## src/design/aalb_pkg.sv

```systemverilog
// shared constants, types and codes for the audio level to brightness block
package aalb_pkg;

  localparam int SAMPLE_BITS  = 10;
  localparam int WINDOW_DEPTH = 50;
  localparam int GROUP_LENGTH = 10;

  localparam int FACTOR_W  = 12;
  localparam int FRAC_BITS = 10;
  localparam int BRIGHT_W  = 8;

  localparam int SAMPLE_MAX = (1 << SAMPLE_BITS) - 1;
  localparam int GSUM_W     = $clog2(GROUP_LENGTH * SAMPLE_MAX + 1);
  localparam int GCNT_W     = $clog2(GROUP_LENGTH + 1);
  localparam int TOTAL_W    = $clog2(WINDOW_DEPTH * SAMPLE_MAX + 1);
  localparam int POS_W      = (WINDOW_DEPTH > 1) ? $clog2(WINDOW_DEPTH) : 1;

  // products of ring total and a factor; volume*depth*1024 also fits here
  localparam int PROD_W    = TOTAL_W + FACTOR_W;
  localparam int DIFF_W    = PROD_W + 1;
  localparam int DIV_W     = PROD_W + BRIGHT_W;
  localparam int MAP_STEPS = BRIGHT_W + 1;
  localparam int QUO_W     = (MAP_STEPS > SAMPLE_BITS) ? MAP_STEPS : SAMPLE_BITS;
  localparam int STEP_W    = $clog2(QUO_W + 1);

  localparam int CFG_W     = FACTOR_W;
  localparam int CFG_IDX_W = 1;

  localparam logic [FACTOR_W-1:0] VALLEY_RESET = 12'd717;
  localparam logic [FACTOR_W-1:0] PEAK_RESET   = 12'd1946;
  localparam logic [BRIGHT_W-1:0] BRIGHT_FULL  = '1;
  localparam logic [BRIGHT_W-1:0] BRIGHT_ZERO  = '0;

  // group divisor lined up with the top quotient bit of the average
  localparam logic [DIV_W-1:0] AVG_DIVISOR = DIV_W'(GROUP_LENGTH) << (SAMPLE_BITS - 1);

  typedef enum logic [CFG_IDX_W-1:0] {
    REG_VALLEY = 1'b0,
    REG_PEAK   = 1'b1
  } cfg_reg_t;

  typedef enum logic [3:0] {
    ST_IDLE,
    ST_MUL_X,
    ST_MUL_LO,
    ST_MUL_HI,
    ST_DIFF,
    ST_SCALE,
    ST_DIV_MAP,
    ST_FINISH,
    ST_PUSH,
    ST_DIV_AVG,
    ST_RING
  } seq_state_t;

  typedef struct packed {
    logic              start;
    logic [STEP_W-1:0] steps;
    logic [DIV_W-1:0]  dividend;
    logic [DIV_W-1:0]  divisor;
  } div_req_t;

  typedef struct packed {
    logic             busy;
    logic             done;
    logic [QUO_W-1:0] quotient;
  } div_rsp_t;

endpackage

```

## src/design/aalb_if.sv

```systemverilog
// valid/ready channel interfaces for microphone samples and brightness results
interface aalb_in_if import aalb_pkg::*; ();
  logic                   valid;
  logic                   ready;
  logic [SAMPLE_BITS-1:0] sample;
  logic                   period_end;

  modport source (output valid, sample, period_end, input ready);
  modport sink (input valid, sample, period_end, output ready);
endinterface

interface aalb_out_if import aalb_pkg::*; ();
  logic                valid;
  logic                ready;
  logic [BRIGHT_W-1:0] brightness;
  logic                calibrating;

  modport source (output valid, brightness, calibrating, input ready);
  modport sink (input valid, brightness, calibrating, output ready);
endinterface

```

## src/design/aalb_div.sv

```systemverilog
// shared restoring shift-subtract divider, one quotient bit per cycle
module aalb_div import aalb_pkg::*; (
  input  logic     clk,
  input  logic     rst,
  input  div_req_t req,
  output div_rsp_t rsp
);

  logic [DIV_W-1:0]  rem;
  logic [DIV_W-1:0]  dsh;
  logic [QUO_W-1:0]  quo;
  logic [STEP_W-1:0] cnt;
  logic              busy;
  logic              done;
  logic              ge;

  assign ge = rem >= dsh;

  always_ff @(posedge clk) begin
    if (rst) begin
      busy <= 1'b0;
      done <= 1'b0;
      cnt  <= '0;
    end else begin
      done <= busy && (cnt == STEP_W'(1));
      if (req.start) begin
        busy <= 1'b1;
        cnt  <= req.steps;
      end else if (busy) begin
        cnt <= cnt - STEP_W'(1);
        if (cnt == STEP_W'(1)) begin
          busy <= 1'b0;
        end
      end
    end
  end

  // divisor arrives pre-aligned to the top quotient bit and walks right
  always_ff @(posedge clk) begin
    if (req.start) begin
      rem <= req.dividend;
      dsh <= req.divisor;
      quo <= '0;
    end else if (busy) begin
      if (ge) begin
        rem <= rem - dsh;
      end
      dsh <= dsh >> 1;
      quo <= {quo[QUO_W-2:0], ge};
    end
  end

  assign rsp.busy     = busy;
  assign rsp.done     = done;
  assign rsp.quotient = quo;

  a_no_restart: assert property (@(posedge clk) disable iff (rst) req.start |-> !busy)
    else $error("divider restarted while busy");
  a_start_busy: assert property (@(posedge clk) disable iff (rst)
    req.start && (req.steps != '0) |=> busy)
    else $error("divider did not start");
  a_done_after_busy: assert property (@(posedge clk) disable iff (rst)
    done |-> $past(busy) && !busy)
    else $error("divider done without a finished run");

endmodule

```

## src/design/adaptive_audio_level_to_brightness_top.sv

```systemverilog
// Audio level to LED brightness: each period's peak-to-peak volume, averaged in groups into a
// 50-entry ring, sets a moving reference; volume*50 is mapped between ring_total*valley/1024
// and ring_total*peak/1024 onto 0..255. A sample that does not end a period only updates the
// period minimum and maximum. A sample with period_end produces one result; during warm-up it
// is the full calibrating level, after warm-up the mapping takes three passes through the one
// 16x12 multiplier, then 9 steps of the shared shift-subtract divider (skipped when the result
// clamps to zero) before the result is registered. Every GROUP_LENGTH-th period then adds the
// group average: 10 more divider steps and a ring memory update. A result waits to enter the
// output register while the receiver still holds an earlier one there, which stretches this.
// The input is not ready while this runs; a finished result waits in the output register while
// the next samples are taken. Factor writes are taken on any cycle of the write port and belong
// where no period end is in flight.
module adaptive_audio_level_to_brightness_top import aalb_pkg::*; (
  input  logic                 clk,
  input  logic                 rst,
  aalb_in_if.sink              samples,
  aalb_out_if.source           levels,
  input  logic                 cfg_we,
  input  logic [CFG_IDX_W-1:0] cfg_index,
  input  logic [CFG_W-1:0]     cfg_data
);

  seq_state_t state, state_next;

  logic [FACTOR_W-1:0]    valley;
  logic [FACTOR_W-1:0]    peak;
  logic [SAMPLE_BITS-1:0] min_seen;
  logic [SAMPLE_BITS-1:0] max_seen;
  logic [SAMPLE_BITS-1:0] vol;
  logic [GSUM_W-1:0]      group_sum;
  logic [GCNT_W-1:0]      group_count;
  logic [TOTAL_W-1:0]     ring_total;
  logic [POS_W-1:0]       ring_position;
  logic                   warmed_up;
  logic [SAMPLE_BITS-1:0] ring_mem [WINDOW_DEPTH];
  logic [SAMPLE_BITS-1:0] rd_data;

  logic [TOTAL_W-1:0]       mul_a;
  logic [FACTOR_W-1:0]      mul_b;
  logic [PROD_W-1:0]        mul_p;
  logic [PROD_W-1:0]        xval;
  logic [PROD_W-1:0]        lo_prod;
  logic [PROD_W-1:0]        hi_prod;
  logic signed [DIFF_W-1:0] diff;
  logic signed [DIFF_W-1:0] den;

  logic [DIFF_W-1:0]      diff_abs;
  logic [DIFF_W-1:0]      den_abs;
  logic [DIV_W-1:0]       num_mag;
  logic [DIV_W-1:0]       den_al;
  logic                   map_zero;

  logic [SAMPLE_BITS-1:0] s_max;
  logic [SAMPLE_BITS-1:0] s_min;
  logic [GSUM_W-1:0]      gsum_next;
  logic                   group_full;
  logic [SAMPLE_BITS-1:0] avg;

  logic [BRIGHT_W-1:0]    res_bright;
  logic                   res_cal;
  logic                   out_valid;
  logic [BRIGHT_W-1:0]    out_bright;
  logic                   out_cal;
  logic                   load_out;
  logic                   accept;

  div_req_t div_req;
  div_rsp_t div_rsp;

  aalb_div u_div (
    .clk (clk),
    .rst (rst),
    .req (div_req),
    .rsp (div_rsp)
  );

  assign samples.ready = (state == ST_IDLE);
  assign accept        = samples.valid && samples.ready;

  assign s_max = (samples.sample > max_seen) ? samples.sample : max_seen;
  assign s_min = (samples.sample < min_seen) ? samples.sample : min_seen;

  assign gsum_next  = group_sum + GSUM_W'(vol);
  assign group_full = (group_count == GCNT_W'(GROUP_LENGTH - 1));
  assign avg        = div_rsp.quotient[SAMPLE_BITS-1:0];

  // shared multiplier
  always_comb begin
    case (state)
      ST_MUL_X: begin
        mul_a = TOTAL_W'(vol);
        mul_b = FACTOR_W'(WINDOW_DEPTH);
      end
      ST_MUL_LO: begin
        mul_a = ring_total;
        mul_b = valley;
      end
      default: begin
        mul_a = ring_total;
        mul_b = peak;
      end
    endcase
  end

  assign mul_p = {{FACTOR_W{1'b0}}, mul_a} * {{TOTAL_W{1'b0}}, mul_b};

  // quotient of opposite signs truncates to zero or below, so clamps to zero
  assign map_zero = (den == '0) || (diff == '0) || (diff[DIFF_W-1] != den[DIFF_W-1]);
  assign diff_abs = diff[DIFF_W-1] ? DIFF_W'(-diff) : diff;
  assign den_abs  = den[DIFF_W-1] ? DIFF_W'(-den) : den;
  assign num_mag  = (DIV_W'(diff_abs[PROD_W-1:0]) << BRIGHT_W) - DIV_W'(diff_abs[PROD_W-1:0]);
  assign den_al   = DIV_W'(den_abs[PROD_W-1:0]) << (MAP_STEPS - 1);

  always_ff @(posedge clk) begin
    if (rst) begin
      state <= ST_IDLE;
    end else begin
      state <= state_next;
    end
  end

  always_comb begin
    state_next = state;
    div_req    = '0;
    load_out   = 1'b0;
    case (state)
      ST_IDLE: begin
        if (accept && samples.period_end) begin
          state_next = warmed_up ? ST_MUL_X : ST_FINISH;
        end
      end
      ST_MUL_X:  state_next = ST_MUL_LO;
      ST_MUL_LO: state_next = ST_MUL_HI;
      ST_MUL_HI: state_next = ST_DIFF;
      ST_DIFF:   state_next = ST_SCALE;
      ST_SCALE: begin
        if (map_zero) begin
          state_next = ST_FINISH;
        end else begin
          div_req.start    = 1'b1;
          div_req.steps    = STEP_W'(MAP_STEPS);
          div_req.dividend = num_mag;
          div_req.divisor  = den_al;
          state_next       = ST_DIV_MAP;
        end
      end
      ST_DIV_MAP: begin
        if (div_rsp.done) begin
          state_next = ST_FINISH;
        end
      end
      ST_FINISH: begin
        if (!out_valid || levels.ready) begin
          load_out   = 1'b1;
          state_next = ST_PUSH;
        end
      end
      ST_PUSH: begin
        if (group_full) begin
          div_req.start    = 1'b1;
          div_req.steps    = STEP_W'(SAMPLE_BITS);
          div_req.dividend = DIV_W'(gsum_next);
          div_req.divisor  = AVG_DIVISOR;
          state_next       = ST_DIV_AVG;
        end else begin
          state_next = ST_IDLE;
        end
      end
      ST_DIV_AVG: begin
        if (div_rsp.done) begin
          state_next = ST_RING;
        end
      end
      ST_RING:   state_next = ST_IDLE;
      default:   state_next = ST_IDLE;
    endcase
  end

  // configuration
  always_ff @(posedge clk) begin
    if (rst) begin
      valley <= VALLEY_RESET;
      peak   <= PEAK_RESET;
    end else if (cfg_we) begin
      case (cfg_reg_t'(cfg_index))
        REG_VALLEY: valley <= cfg_data;
        REG_PEAK:   peak   <= cfg_data;
        default: ;
      endcase
    end
  end

  // period tracking, group and ring state
  always_ff @(posedge clk) begin
    if (rst) begin
      min_seen      <= SAMPLE_BITS'(SAMPLE_MAX);
      max_seen      <= '0;
      group_sum     <= '0;
      group_count   <= '0;
      ring_total    <= '0;
      ring_position <= '0;
      warmed_up     <= 1'b0;
    end else begin
      if (accept) begin
        if (samples.period_end) begin
          min_seen <= SAMPLE_BITS'(SAMPLE_MAX);
          max_seen <= '0;
        end else begin
          min_seen <= s_min;
          max_seen <= s_max;
        end
      end
      if (state == ST_PUSH) begin
        if (group_full) begin
          group_sum   <= '0;
          group_count <= '0;
        end else begin
          group_sum   <= gsum_next;
          group_count <= group_count + GCNT_W'(1);
        end
      end
      if (state == ST_RING) begin
        ring_total <= ring_total - (warmed_up ? TOTAL_W'(rd_data) : TOTAL_W'(0))
                      + TOTAL_W'(avg);
        if (ring_position == POS_W'(WINDOW_DEPTH - 1)) begin
          ring_position <= '0;
          warmed_up     <= 1'b1;
        end else begin
          ring_position <= ring_position + POS_W'(1);
        end
      end
    end
  end

  // ring memory, read data registered; position is stable long before the update
  always_ff @(posedge clk) begin
    rd_data <= ring_mem[ring_position];
    if (state == ST_RING) begin
      ring_mem[ring_position] <= avg;
    end
  end

  // mapping datapath
  always_ff @(posedge clk) begin
    if (accept && samples.period_end) begin
      vol <= s_max - s_min;
    end
    case (state)
      ST_MUL_X:  xval    <= mul_p << FRAC_BITS;
      ST_MUL_LO: lo_prod <= mul_p;
      ST_MUL_HI: hi_prod <= mul_p;
      ST_DIFF: begin
        diff <= $signed({1'b0, xval}) - $signed({1'b0, lo_prod});
        den  <= $signed({1'b0, hi_prod}) - $signed({1'b0, lo_prod});
      end
      default: ;
    endcase
  end

  // pending result
  always_ff @(posedge clk) begin
    if (accept && samples.period_end && !warmed_up) begin
      res_bright <= BRIGHT_FULL;
      res_cal    <= 1'b1;
    end else if (state == ST_SCALE && map_zero) begin
      res_bright <= BRIGHT_ZERO;
      res_cal    <= 1'b0;
    end else if (state == ST_DIV_MAP && div_rsp.done) begin
      res_bright <= div_rsp.quotient[MAP_STEPS-1] ? BRIGHT_FULL
                                                   : div_rsp.quotient[BRIGHT_W-1:0];
      res_cal    <= 1'b0;
    end
  end

  // output register
  always_ff @(posedge clk) begin
    if (rst) begin
      out_valid <= 1'b0;
    end else if (load_out) begin
      out_valid <= 1'b1;
    end else if (levels.ready) begin
      out_valid <= 1'b0;
    end
  end

  always_ff @(posedge clk) begin
    if (load_out) begin
      out_bright <= res_bright;
      out_cal    <= res_cal;
    end
  end

  assign levels.valid       = out_valid;
  assign levels.brightness  = out_bright;
  assign levels.calibrating = out_cal;

  a_pos_range: assert property (@(posedge clk) disable iff (rst)
    ring_position <= POS_W'(WINDOW_DEPTH - 1))
    else $error("ring position out of range");
  a_group_range: assert property (@(posedge clk) disable iff (rst)
    group_count <= GCNT_W'(GROUP_LENGTH - 1))
    else $error("group count out of range");
  a_cal_full: assert property (@(posedge clk) disable iff (rst)
    out_valid && out_cal |-> out_bright == BRIGHT_FULL)
    else $error("calibrating transaction without full brightness");
  a_ring_idle_div: assert property (@(posedge clk) disable iff (rst)
    state == ST_RING |-> !div_rsp.busy)
    else $error("ring update while divider still running");

endmodule
```

## src/flat_wrapper.sv

```systemverilog
// flat-port wrapper written by rule: the top's interface ports become plain ports
module adaptive_audio_level_to_brightness_top_flat import aalb_pkg::*;
  (clk, rst, cfg_we, cfg_index, cfg_data, samples_valid, samples_sample, samples_period_end, samples_ready, levels_valid, levels_brightness, levels_calibrating, levels_ready);
  aalb_in_if samples_i ();
  aalb_out_if levels_i ();
  input  logic clk;
  input  logic rst;
  input  logic cfg_we;
  input  logic [CFG_IDX_W-1:0] cfg_index;
  input  logic [CFG_W-1:0] cfg_data;
  input wire logic [$bits(samples_i.valid)-1:0] samples_valid;
  input wire logic [$bits(samples_i.sample)-1:0] samples_sample;
  input wire logic [$bits(samples_i.period_end)-1:0] samples_period_end;
  output wire logic [$bits(samples_i.ready)-1:0] samples_ready;
  output wire logic [$bits(levels_i.valid)-1:0] levels_valid;
  output wire logic [$bits(levels_i.brightness)-1:0] levels_brightness;
  output wire logic [$bits(levels_i.calibrating)-1:0] levels_calibrating;
  input wire logic [$bits(levels_i.ready)-1:0] levels_ready;
  assign samples_i.valid = samples_valid;
  assign samples_i.sample = samples_sample;
  assign samples_i.period_end = samples_period_end;
  assign samples_ready = samples_i.ready;
  assign levels_valid = levels_i.valid;
  assign levels_brightness = levels_i.brightness;
  assign levels_calibrating = levels_i.calibrating;
  assign levels_i.ready = levels_ready;
  adaptive_audio_level_to_brightness_top u_core (.clk(clk), .rst(rst), .samples(samples_i), .levels(levels_i), .cfg_we(cfg_we), .cfg_index(cfg_index), .cfg_data(cfg_data));
endmodule
```

## config.mk

```make
export PLATFORM = sky130hd
export DESIGN_NAME = adaptive_audio_level_to_brightness_top_flat
export DESIGN_NICKNAME = d
export VERILOG_FILES = /design/src/design/aalb_pkg.sv /design/src/design/aalb_if.sv /design/src/design/aalb_div.sv /design/src/design/adaptive_audio_level_to_brightness_top.sv /design/src/flat_wrapper.sv
export SDC_FILE = /design/constraint.sdc
export NUM_CORES = 2
export LEC_CHECK = 0
export BUFFER_PORTS_ARGS = -buffer_cell sky130_fd_sc_hd__buf_2
export CAP_MARGIN = 40
export CORE_UTILIZATION = 45
export CTS_BUF_LIST = sky130_fd_sc_hd__clkbuf_4 sky130_fd_sc_hd__clkbuf_8 sky130_fd_sc_hd__clkbuf_16
export DETAILED_ROUTE_END_ITERATION = 16
export GPL_ROUTABILITY_DRIVEN = 0
export GPL_TIMING_DRIVEN = 0
export PLACE_DENSITY = 0.63
export SYNTH_ARGS = -nofsm -noshare
export SYNTH_HDL_FRONTEND = slang
export SYNTH_HIERARCHICAL = 1
export SYNTH_SLANG_ARGS = --single-unit
```

## constraint.sdc

```tcl
create_clock -name clk -period 9.5 [get_ports clk]
set_input_delay 1.425 -clock clk [delete_from_list [all_inputs] [get_ports clk]]
set_output_delay 1.425 -clock clk [all_outputs]
set_load 0.05 [all_outputs]
```

==> implementation parameters <==
Parameter                              Value

CTS
  TritonCTS buffer count    88
  Clock buffer depth    3
  Setup fix buffers added after clock tree synthesis    0
  TritonCTS clock tree    built
  Quantity of hold-fixing buffers added after cts    0
  Sink Count    848
  Number of gates resized after cts    0
  Cell chosen for the clock root    sky130_fd_sc_hd__clkbuf_16
  Clock-pin transition on the worst setup and hold timing paths    0.06 ns
  Maximum level of the CTS H-tree    3
  Skew-Pair Late Insertion Delay    0.70 ns

Floorplan
  I/O pin count    40
  Die Ht    325 um
  Core footprint    0.104 mm2
  Die Width    325 um
  Initial standard-cell utilization of the core    45.4%
  Num rows    118
  Die area    0.106 mm2

Timing
  Aggregate negative setup slack    0 ns
  Transition at the pin with the smallest max-transition slack    1.08 ns
  Slew HR    28.0%
  Final hold violations    0
  Fmax    113 MHz
  Count of final setup violators    0
  Number of pins with negative max-slew slack in the final report    0
  Final Critical Period    8.87 ns
  Clock skew    0.0477 ns
  Unrepaired setup endpoints after global routing    no
  Final worst slack    0.632 ns
  Period utilisation layout    93.3%

Routing
  Count of TritonRoute iterations in the first routing pass    6
  Via count of the routed design    34300
  Post-detailed-route count of antenna-violating nets    0
  Residual DRC    0
  Routed WL    134000 um
  Routed WL per cell    22.5 um
  Via/cell ratio    5.75
  First DRT Iteration DRCs    3706

Critical path
  Worst reg-to-reg path cell count    27
  Reg-to-reg startpoint    u_core/state[1]$_SDFFE_PP0P_
  Buf+Inv Stages, Crit Path    7
  Worst path max stage delay    0.76 ns
  WP depth    27
  Kind of end point of the critical path    register
  Category of the critical setup timing path    register to register
  CP Launch Type    register
  Register-to-register setup slack    0.63 ns
  Slowest CP cell    sky130_fd_sc_hd__buf_2
  Kind of cell adding the most delay to the critical path    adder cells
  Capturing element of the worst setup path    u_core/lo_prod[27]$_DFFE_PN_
  Largest fanout on the critical path    37
  Timing startpoint of the critical path    u_core/state[1]$_SDFFE_PP0P_
  Required time of the critical path    9.89 ns
  Destination of the worst register-to-register timing path    u_core/lo_prod[27]$_DFFE_PN_
  CP arrival    9.26 ns

Synth
  Count of mapped cells out of synthesis    4257
  Cell area after synthesis    0.0471 mm2
  Count of warnings emitted by yosys    6
  Synth Area per Inst    11.1 um2

Finish
  Non-filler cells in the finished layout    5957
  Filler Cells Inserted    9242
  Area occupied by multi-input gates    0.0207 mm2
  Area taken by flip-flops and latches    0.0242 mm2
  Antenna diode count    0
  Total Nets Final    4915
  Syn-to-layout area delta    13.1%
  Fraction of layout instances using a drive strength above 1    8.48%
  Share of the core filled with cells in the final layout    51.3%
  Final non-filler cell area    0.0532 mm2

Pwr
  Comb pwr share    37.8%
  Net Sw Power    4.98 mW
  Flop pwr share    36.4%
  Switching power share of the total    36.8%
  Power per Cell Area    255 mW/mm2
  Internal power summed over all cells    8.57 mW
  Highest ir drop seen on vdd    0.000134 V
  Fraction of power consumed by the clock network    25.8%
  Lkg Pwr    19.8 nW

Global routing
  GR Util All Layers    25.1%
  GR Util met3    5.21%
  First-pass GRT wire length    202000 um
  Grt ovf    0
  Maximum number of pins on one net before global-route repair    51
  Layer carrying the most global-route usage    met2
  Vias in the first global route    33100
  Routing usage on met2    38.0%
  Met1 global-route usage    36.0%
  Initial antenna violation count    1

Placed design
  Placed inst area    0.0502 mm2
  DPL Wire Length    101000 um
  Total instance count after detailed placement    5791
  Setup Slack @ Placement    0.739 ns
  Count of buffers inserted at the top-level ports    39

Outcome
  Run status    completed

Flow run
  Max capacitance violation total    0

Hold path
  Min-delay worst type    register to register
## worst min-delay path by stage
stage	start	endpoint	slack [ns]	cells after the start
3_5_place_dp	u_core/res_bright[0]$_SDFFE_PP1P_	u_core/levels.brightness[0]$_DFFE_PP_	0.42	0
5_1_grt	u_core/res_bright[0]$_SDFFE_PP1P_	u_core/levels.brightness[0]$_DFFE_PP_	0.45	0
6_report	u_core/res_bright[0]$_SDFFE_PP1P_	u_core/levels.brightness[0]$_DFFE_PP_	0.43	0
2_1_floorplan	u_core/res_bright[0]$_SDFFE_PP1P_	u_core/levels.brightness[0]$_DFFE_PP_	0.41	0
4_1_cts	u_core/res_bright[0]$_SDFFE_PP1P_	u_core/levels.brightness[0]$_DFFE_PP_	0.44	0
3_3_place_gp	u_core/res_bright[0]$_SDFFE_PP1P_	u_core/levels.brightness[0]$_DFFE_PP_	0.42	0
## state kept, by name, indices dropped and copies added (netlist names), 10 cells and up
name               flops
u_core/lo_prod        28
u_core/rd_data        10
u_core/u_div/dsh      36
u_core/diff           29
u_core/peak           12
u_core/max_seen       10
u_core/min_seen       10
u_core/den            29
u_core/hi_prod        28
u_core/u_div/quo      10
u_core/u_div/rem      36
u_core/xval           18
u_core/ring_mem      500
u_core/vol            10
u_core/valley         12
u_core/ring_total     16
u_core/group_sum      14
## cells in the final DEF, fill, tap and decap left out, types with 32 or more instances in the layout
cell type                   instances
sky130_fd_sc_hd__xnor2_1          134
sky130_fd_sc_hd__a21o_1            87
sky130_fd_sc_hd__a221oi_1          35
sky130_fd_sc_hd__a22o_1            43
sky130_fd_sc_hd__edfxtp_1         723
sky130_fd_sc_hd__dfxtp_1          115
sky130_fd_sc_hd__xor2_1            83
sky130_fd_sc_hd__a21oi_1          194
sky130_fd_sc_hd__nand2b_1          32
sky130_fd_sc_hd__buf_2             60
sky130_fd_sc_hd__buf_4             45
sky130_fd_sc_hd__clkbuf_16         88
sky130_fd_sc_hd__nor3_1            47
sky130_fd_sc_hd__a22oi_1          195
sky130_fd_sc_hd__nand2_1          427
sky130_fd_sc_hd__nand4_1           52
sky130_fd_sc_hd__a31oi_1           35
sky130_fd_sc_hd__ha_1             229
sky130_fd_sc_hd__o21ai_0          182
sky130_fd_sc_hd__fa_1             154
sky130_fd_sc_hd__clkbuf_1         149
sky130_fd_sc_hd__inv_1            389
sky130_fd_sc_hd__mux2i_1           32
sky130_fd_sc_hd__nor2_1           371
sky130_fd_sc_hd__buf_6             49
sky130_fd_sc_hd__nand3_1           61
## stage by stage
step	hold slack (ns)	power [mW]
5_1_grt	0.453	14.3
3_5_place_dp	0.425	10.0
3_3_place_gp	0.420	9.95
6_report	0.433	13.5
4_1_cts	0.440	13.5
2_1_floorplan	0.408	8.64
## layer usage
| layer | wire length, um | vias to the layer above |
|---|---|---|
| li1 | - | 15900 |
| met1 | 59000 | 16600 |
| met2 | 58400 | 1528 |
| met3 | 12800 | 238 |
| met4 | 3880 | 2 |
| met5 | 12 | - |
## power groups by stage
| stage | Combinational (mW) | Sequential [mW] | Clock (mW) |
|---|---|---|---|
| floorplan | 3.67 | 4.96 | 0 |
| global placement | 4.82 | 5.13 | 0 |
| detailed placement | 5.04 | 5.01 | 0 |
| CTS | 5.07 | 4.93 | 3.55 |
| global route | 5.67 | 4.96 | 3.68 |
| finish | 5.12 | 4.93 | 3.50 |
## area by class of cell
type | count | area share [%]
clock inverters | 57 | 1.15
plain buffers | 190 | 1.47
inverters | 391 | 2.76
flip-flops and latches | 848 | 45.5
repair buffers | 148 | 2.62
clock buffers | 107 | 4.41
well taps | 1380 | 3.25
multi-input cells | 2836 | 38.8
Power figures use the tool's default switching activity.
